[config.mk]
export PLATFORM = sky130hd
export DESIGN_NAME = midi_scale_quantizer
export DESIGN_NICKNAME = d
export VERILOG_FILES = /design/src/rtl/core/midiq_pkg.sv /design/src/rtl/core/midi_scale_quantizer.sv
export SDC_FILE = /design/constraint.sdc
export NUM_CORES = 1
export LEC_CHECK = 0
export ABC_AREA = 1
export BUFFER_PORTS_ARGS = -buffer_cell sky130_fd_sc_hd__clkbuf_2
export CAP_MARGIN = 20
export CORE_ASPECT_RATIO = 1.1
export CORE_MARGIN = 2
export CORE_UTILIZATION = 52
export DETAILED_ROUTE_END_ITERATION = 10
export PLACE_DENSITY = 0.89
export SETUP_SLACK_MARGIN = 0.05
export SLEW_MARGIN = 10
export SYNTH_ARGS = -nofsm -noshare
export SYNTH_HDL_FRONTEND = slang
export SYNTH_SLANG_ARGS = --single-unit
[constraint.sdc]
create_clock -name clk -period 6.18 [get_ports clk]
set_input_delay 0.927 -clock clk [delete_from_list [all_inputs] [get_ports clk]]
set_output_delay 0.927 -clock clk [all_outputs]
set_load 0.05 [all_outputs]
[src/rtl/core/midiq_pkg.sv]
// Package for the MIDI scale quantizer: widths, register indexes and the scale mask table.
// No dependencies; imported by midi_scale_quantizer.
package midiq_pkg;

    localparam int NoteW    = 7;
    localparam int PcW      = 4;
    localparam int PcCount  = 12;
    localparam int NoteMax  = 127;
    localparam int InDataW  = 8;
    localparam int OutDataW = 24;
    localparam int AddrW    = 3;
    localparam int DataW    = 32;

    typedef logic [PcCount-1:0] pc_mask_t;

    typedef enum logic
    {
        REG_ROOT_PITCH = 1'b0,
        REG_SCALE_MODE = 1'b1
    } reg_idx_t;

    function automatic pc_mask_t scale_mask(input logic [3:0] mode);
        pc_mask_t m;
        case (mode)
            4'd0:    m = 12'hAB5;
            4'd1:    m = 12'h5AD;
            4'd2:    m = 12'h9AD;
            4'd3:    m = 12'hAAD;
            4'd4:    m = 12'h6AD;
            4'd5:    m = 12'h5AB;
            4'd6:    m = 12'hAD5;
            4'd7:    m = 12'h6B5;
            4'd8:    m = 12'h295;
            4'd9:    m = 12'h4A9;
            4'd10:   m = 12'h4E9;
            4'd11:   m = 12'h1A3;
            4'd12:   m = 12'h5BB;
            4'd13:   m = 12'h555;
            4'd14:   m = 12'hB6D;
            default: m = 12'hFFF;
        endcase
        return m;
    endfunction

endpackage

[src/rtl/core/midi_scale_quantizer.sv]
// Top level of the MIDI scale quantizer: input register, note search, result register, APB regs.
// Depends on midiq_pkg.
//
// Takes one MIDI note per word on the s_ stream and returns, from its result register, the nearest
// scale tone (lower on a tie), the nearest tones at or above and at or below, and a membership
// flag. One note is accepted every cycle unless the output stalls; the two pipeline registers advance together
// whenever the result register is empty or being taken, so throughput is one word per cycle. The scale is a 12-bit
// pitch-class mask chosen by scale_mode and rotated up by root_pitch (values 12..15 wrap to 0..3). Write the
// registers only while the stream is idle.
module midi_scale_quantizer
    import midiq_pkg::*;
(
    input  logic                clk,
    input  logic                rst_n,
    input  logic                psel,
    input  logic                penable,
    input  logic                pwrite,
    input  logic [AddrW-1:0]    paddr,
    input  logic [DataW-1:0]    pwdata,
    output logic [DataW-1:0]    prdata,
    output logic                pready,
    input  logic                s_tvalid,
    output logic                s_tready,
    input  logic [InDataW-1:0]  s_tdata,   // [6:0] note, [7] zero
    output logic                m_tvalid,
    input  logic                m_tready,
    output logic [OutDataW-1:0] m_tdata    // [6:0] nearest_note, [13:7] upper_note,
                                           // [20:14] lower_note, [21] member, [23:22] zero
);

    logic [3:0]       root_pitch_reg;
    logic [3:0]       scale_mode_reg;
    logic             in_valid_reg;
    logic [NoteW-1:0] in_note_reg;
    logic             out_valid_reg;
    logic [NoteW-1:0] nearest_reg;
    logic [NoteW-1:0] upper_reg;
    logic [NoteW-1:0] lower_reg;
    logic             member_reg;

    logic             advance;
    logic             cfg_write;
    reg_idx_t         cfg_idx;
    logic [3:0]       root_mod;
    pc_mask_t         base_mask;
    pc_mask_t         act_mask;
    pc_mask_t         rel_mask;
    logic [NoteW-1:0] n;
    logic [13:0]      quot_prod;
    logic [3:0]       quot;
    logic [PcW-1:0]   pc;
    logic             member;
    logic             have_up;
    logic             have_down;
    logic [3:0]       up_d;
    logic [3:0]       dn_d;
    logic [NoteW-1:0] up_note;
    logic [NoteW-1:0] dn_note;
    logic [NoteW-1:0] near_note;
    logic [NoteW-1:0] upper_next;
    logic [NoteW-1:0] lower_next;

    // Configuration port
    assign pready    = 1'b1;
    assign cfg_write = psel && penable && pwrite && pready;
    assign cfg_idx   = reg_idx_t'(paddr[2]);

    always_ff @(posedge clk or negedge rst_n)
    begin
        if (!rst_n)
        begin
            root_pitch_reg <= 4'd0;
            scale_mode_reg <= 4'd0;
        end
        else if (cfg_write)
        begin
            case (cfg_idx)
                REG_ROOT_PITCH: root_pitch_reg <= pwdata[3:0];
                REG_SCALE_MODE: scale_mode_reg <= pwdata[3:0];
                default:        root_pitch_reg <= root_pitch_reg;
            endcase
        end
    end

    always_comb
    begin
        case (cfg_idx)
            REG_ROOT_PITCH: prdata = {28'd0, root_pitch_reg};
            REG_SCALE_MODE: prdata = {28'd0, scale_mode_reg};
            default:        prdata = '0;
        endcase
    end

    // Handshake
    assign advance  = !out_valid_reg || m_tready;
    assign s_tready = !in_valid_reg || advance;
    assign m_tvalid = out_valid_reg;
    assign m_tdata  = {2'b00, member_reg, lower_reg, upper_reg, nearest_reg};

    always_ff @(posedge clk or negedge rst_n)
    begin
        if (!rst_n)
        begin
            in_valid_reg  <= 1'b0;
            out_valid_reg <= 1'b0;
        end
        else
        begin
            if (s_tready)
                in_valid_reg <= s_tvalid;
            if (advance)
                out_valid_reg <= in_valid_reg;
        end
    end

    always_ff @(posedge clk)
    begin
        if (s_tready && s_tvalid)
            in_note_reg <= s_tdata[NoteW-1:0];
        if (advance && in_valid_reg)
        begin
            nearest_reg <= near_note;
            upper_reg   <= upper_next;
            lower_reg   <= lower_next;
            member_reg  <= member;
        end
    end

    // Active mask, rotated up by the root
    assign root_mod  = (root_pitch_reg >= 4'(PcCount)) ? root_pitch_reg - 4'(PcCount)
                                                        : root_pitch_reg;
    assign base_mask = scale_mask(scale_mode_reg);
    assign act_mask  = 12'(({base_mask, base_mask} << root_mod) >> PcCount);

    // Pitch class of the note: n / 12 by reciprocal, exact for n < 128
    assign n         = in_note_reg;
    assign quot_prod = 14'(n) * 14'd43;
    assign quot      = quot_prod[12:9];
    assign pc        = 4'(n - 7'(quot) * 7'd12);

    // Mask seen from the note's pitch class: bit 0 is the note itself
    assign rel_mask  = 12'({act_mask, act_mask} >> pc);
    assign member    = rel_mask[0];

    always_comb
    begin
        have_up   = 1'b0;
        have_down = 1'b0;
        up_d      = 4'd0;
        dn_d      = 4'd0;
        for (int k = PcCount; k >= 1; k--)
        begin
            if (rel_mask[4'(k % PcCount)] && ({1'b0, n} + 8'(k) <= 8'(NoteMax)))
            begin
                have_up = 1'b1;
                up_d    = 4'(k);
            end
            if (rel_mask[4'((PcCount - k) % PcCount)] && (7'(k) <= n))
            begin
                have_down = 1'b1;
                dn_d      = 4'(k);
            end
        end
    end

    assign up_note = n + 7'(up_d);
    assign dn_note = n - 7'(dn_d);

    always_comb
    begin
        if (member)
        begin
            upper_next = n;
            lower_next = n;
            near_note  = n;
        end
        else
        begin
            upper_next = have_up ? up_note : n;
            lower_next = have_down ? dn_note : n;
            if (have_up && have_down)
                near_note = (up_d < dn_d) ? up_note : dn_note;
            else if (have_up)
                near_note = up_note;
            else if (have_down)
                near_note = dn_note;
            else
                near_note = n;
        end
    end

endmodule
==> run summary <==
Num Clock Sinks: 39
#FFs+latches synth: 39
Die Ht: 110.1 um
Avg WL per Cell: 15.40 um
H-tree Lvls: 2
Routed WL: 14.94 mm
Synth unique cells: 47
Worst Setup Start Kind: flip-flop
Initial antenna violation count: 0
Most frequent cells in the layout: 186 x nand2_1, 160 x nand3_1, 77 x inv_1, 50 x ha_1, 46 x clkbuf_2
F_max: 157.5 MHz
Post-Syn Instances: 782
Met3 usage: 4.035%
Req. time, crit path: 6.25 ns
Avg Cell Area, Syn: 6.808 um^2
Worst path arrival time: 6.42 ns
Synth warnings: 0
Share of cells above drive strength 1: 21.41%
CTS Hold Bufs: 0
Initial DRC count: 816
Reg2reg setup slack: -0.17 ns
TritonCTS clock tree: yes
CP most frequent cell: nand2_1
WS Path Type: flip-flop to flip-flop
Post-Synth Adder-Cell Area: 16.64%
Post-synthesis sequential area ratio: 21.06%
Compound-Gate Fraction of Synth Area: 9.072%
Total die area: 11,060 um^2
Busiest grt layer: met2
Status: finished, violations left
Clock slew at reported path FFs: 0.10 ns
Crit end category: flip-flop
Dpl ws: -0.1073 ns
TritonCTS buffer count: 5
Rows: 38
Hpwl dp: 9.814 mm
Root Driver: clkbuf_8
Pin count of the biggest net entering global routing: 28
Clk buf depth: 2
Ys flop type: edfxtp_1
Synth Area in XOR/XNOR: 2.303%
Synthesized area: 5324 um^2
Final #Nets: 965
Slowest-stage cell, CP: fa_1
Port Buffers: 46
First-pass GRT wire length: 21.11 mm
Post-synth ARST share: 25.64%
Mux share of post-synthesis cell area: 0%
DR pass1 iterations: 8
Total Routing Usage GR: 23.28%
M2 GR Usage: 39.31%
Post-route setup slack: -0.1701 ns
Vias per cell: 5.987
Max Cap Violations: 0
Met1 Use GR: 30.52%
Largest family of logic cells by synthesized area: simple AND/OR/NAND/NOR gates
Worst slew pin tran: 0.8334 ns
Finished Layout Cells: 970
Vias in the first global route: 4,801
RSZ-0062 raised after global routing: true
Total gr overflow: 0
Crit path max fanout: 5
Commonest non-fill, non-tap cell in the layout: nand2_1
N_diodes: 0
Starting Density: 53.58%
RR Startpoint: in_note_reg[4]
Die X: 100.5 um
Hold Crit Class: input pin to async pin
Reg-to-Reg End: nearest_reg[4]
Period utilization: 102.8%
Final hold vios: 0
Area Growth Syn to Fin: 16.24%
Worst Reg-to-Reg Cells: 34
Min cycle time layout: 6.350 ns
Placed insts: 947
Simple-Gate Fraction of Synth Area: 37.34%
GPL Wtd Cong: 0.9254
WHS: 0.4556 ns
Slew HR: 44.24%
Final setup vio count: 4
Core area: 9937 um^2
Remaining antenna violation count after routing: 0
Slowest Stage Delay on Critical Path: 0.52 ns
Max Slew Vio Count: 0
Vias: 5,807
Clk Latency, worst-skew pair: 0.31 ns
Setup Skew: 0.01434 ns
DRC: 0
Post-synth EDFFs: 29
Failing checks: setup timing
Ports: 109
[cell usage after synthesis, drive strengths merged (2+ instances only)]
cell,number,area [um^2]
xor2,10,87.58
clkinv,2,7.510
nand2,204,813.3
edfxtp,29,870.8
clkbuf,8,30.03
a21oi,20,100.1
buf,46,324.1
a31oi,3,25.02
ha,58,725.7
o22ai,9,56.30
nand3,174,903.4
xnor2,4,35.03
a21o,2,15.01
dfrtp,10,250.2
fa,8,160.2
inv,93,354.1
o211ai,3,27.52
nand4,18,112.6
o21ai,39,198.9
conb,2,7.510
nor2,29,133.9
[metrics by stage]
step                      area (um^2)  setup TNS [ns]  utilization [%]
after CTS                        5792               0            58.29
after global routing             6188          -2.151            62.28
after floorplan                  5440               0                -
after global placement           5635               0            56.71
after detailed placement         5635         -0.2014            56.71
final                            6188         -0.3715            62.28
[timing repair]
action / in CTS / in global routing
gates cloned: 0 / 1
setup endpoints to repair: 4 / 14
gates resized for setup: 8 / 65
endpoints found under the hold margin: 0 / 0
pin swaps: 2 / 38
setup buffers: 1 / 13
[logic make-up (layout without fill, tap and decap cells)]
kind of cell | after synthesis | after routing
compound gates | 83 | 83
buf+inv | 149 | 185
xor+xnor | 14 | 14
flops | 39 | 39
other cells | 2 | 33
simple gates | 429 | 430
fa+ha+maj | 66 | 66
[worst max-delay path: cells and delay by family (launching register included)]
| family | cells | cell delay, ns |
|---|---|---|
| AOI/OAI and AO/OA | 7 | 0.88 |
| xor gates and xnor gates | 2 | 0.34 |
| adders and majority gates | 6 | 2.22 |
| buffers and inverters | 7 | 0.71 |
| DFF | 1 | 0.44 |
| and+or+nand+nor | 12 | 1.52 |
[per-layer routing]
metal  wire length (um)  share of wire [%]
met4                758                5.1
met1               5776                 39
met2               6860                 46
met3               1546                 10
met5                  0                  0
[final cells by class]
type / count / area (um^2)
multi-input combinational: 626 / 3930
fill: 788 / 3749
sequential: 39 / 1121
timing repair buffer: 82 / 508.0
inverter: 95 / 366.6
tap: 120 / 150.1
clock buffer: 5 / 68.82
clock inverter: 3 / 43.79
[how the worst max path moves through the flow]
stage,slack [ns],end,from,cells after the start
after detailed placement,-0.11,nearest_reg[4],in_note_reg[2],35
after floorplan,0.26,nearest_reg[6],in_note_reg[2],37
final,-0.17,nearest_reg[4],in_note_reg[4],34
after global placement,0.09,nearest_reg[6],in_note_reg[2],35
after global routing,-0.40,nearest_reg[6],in_note_reg[3],40
after CTS,0.03,nearest_reg[6],in_note_reg[2],37
Power is not shown: default switching activity piles up to over one toggle a cycle in this logic, so the estimate is an artifact.
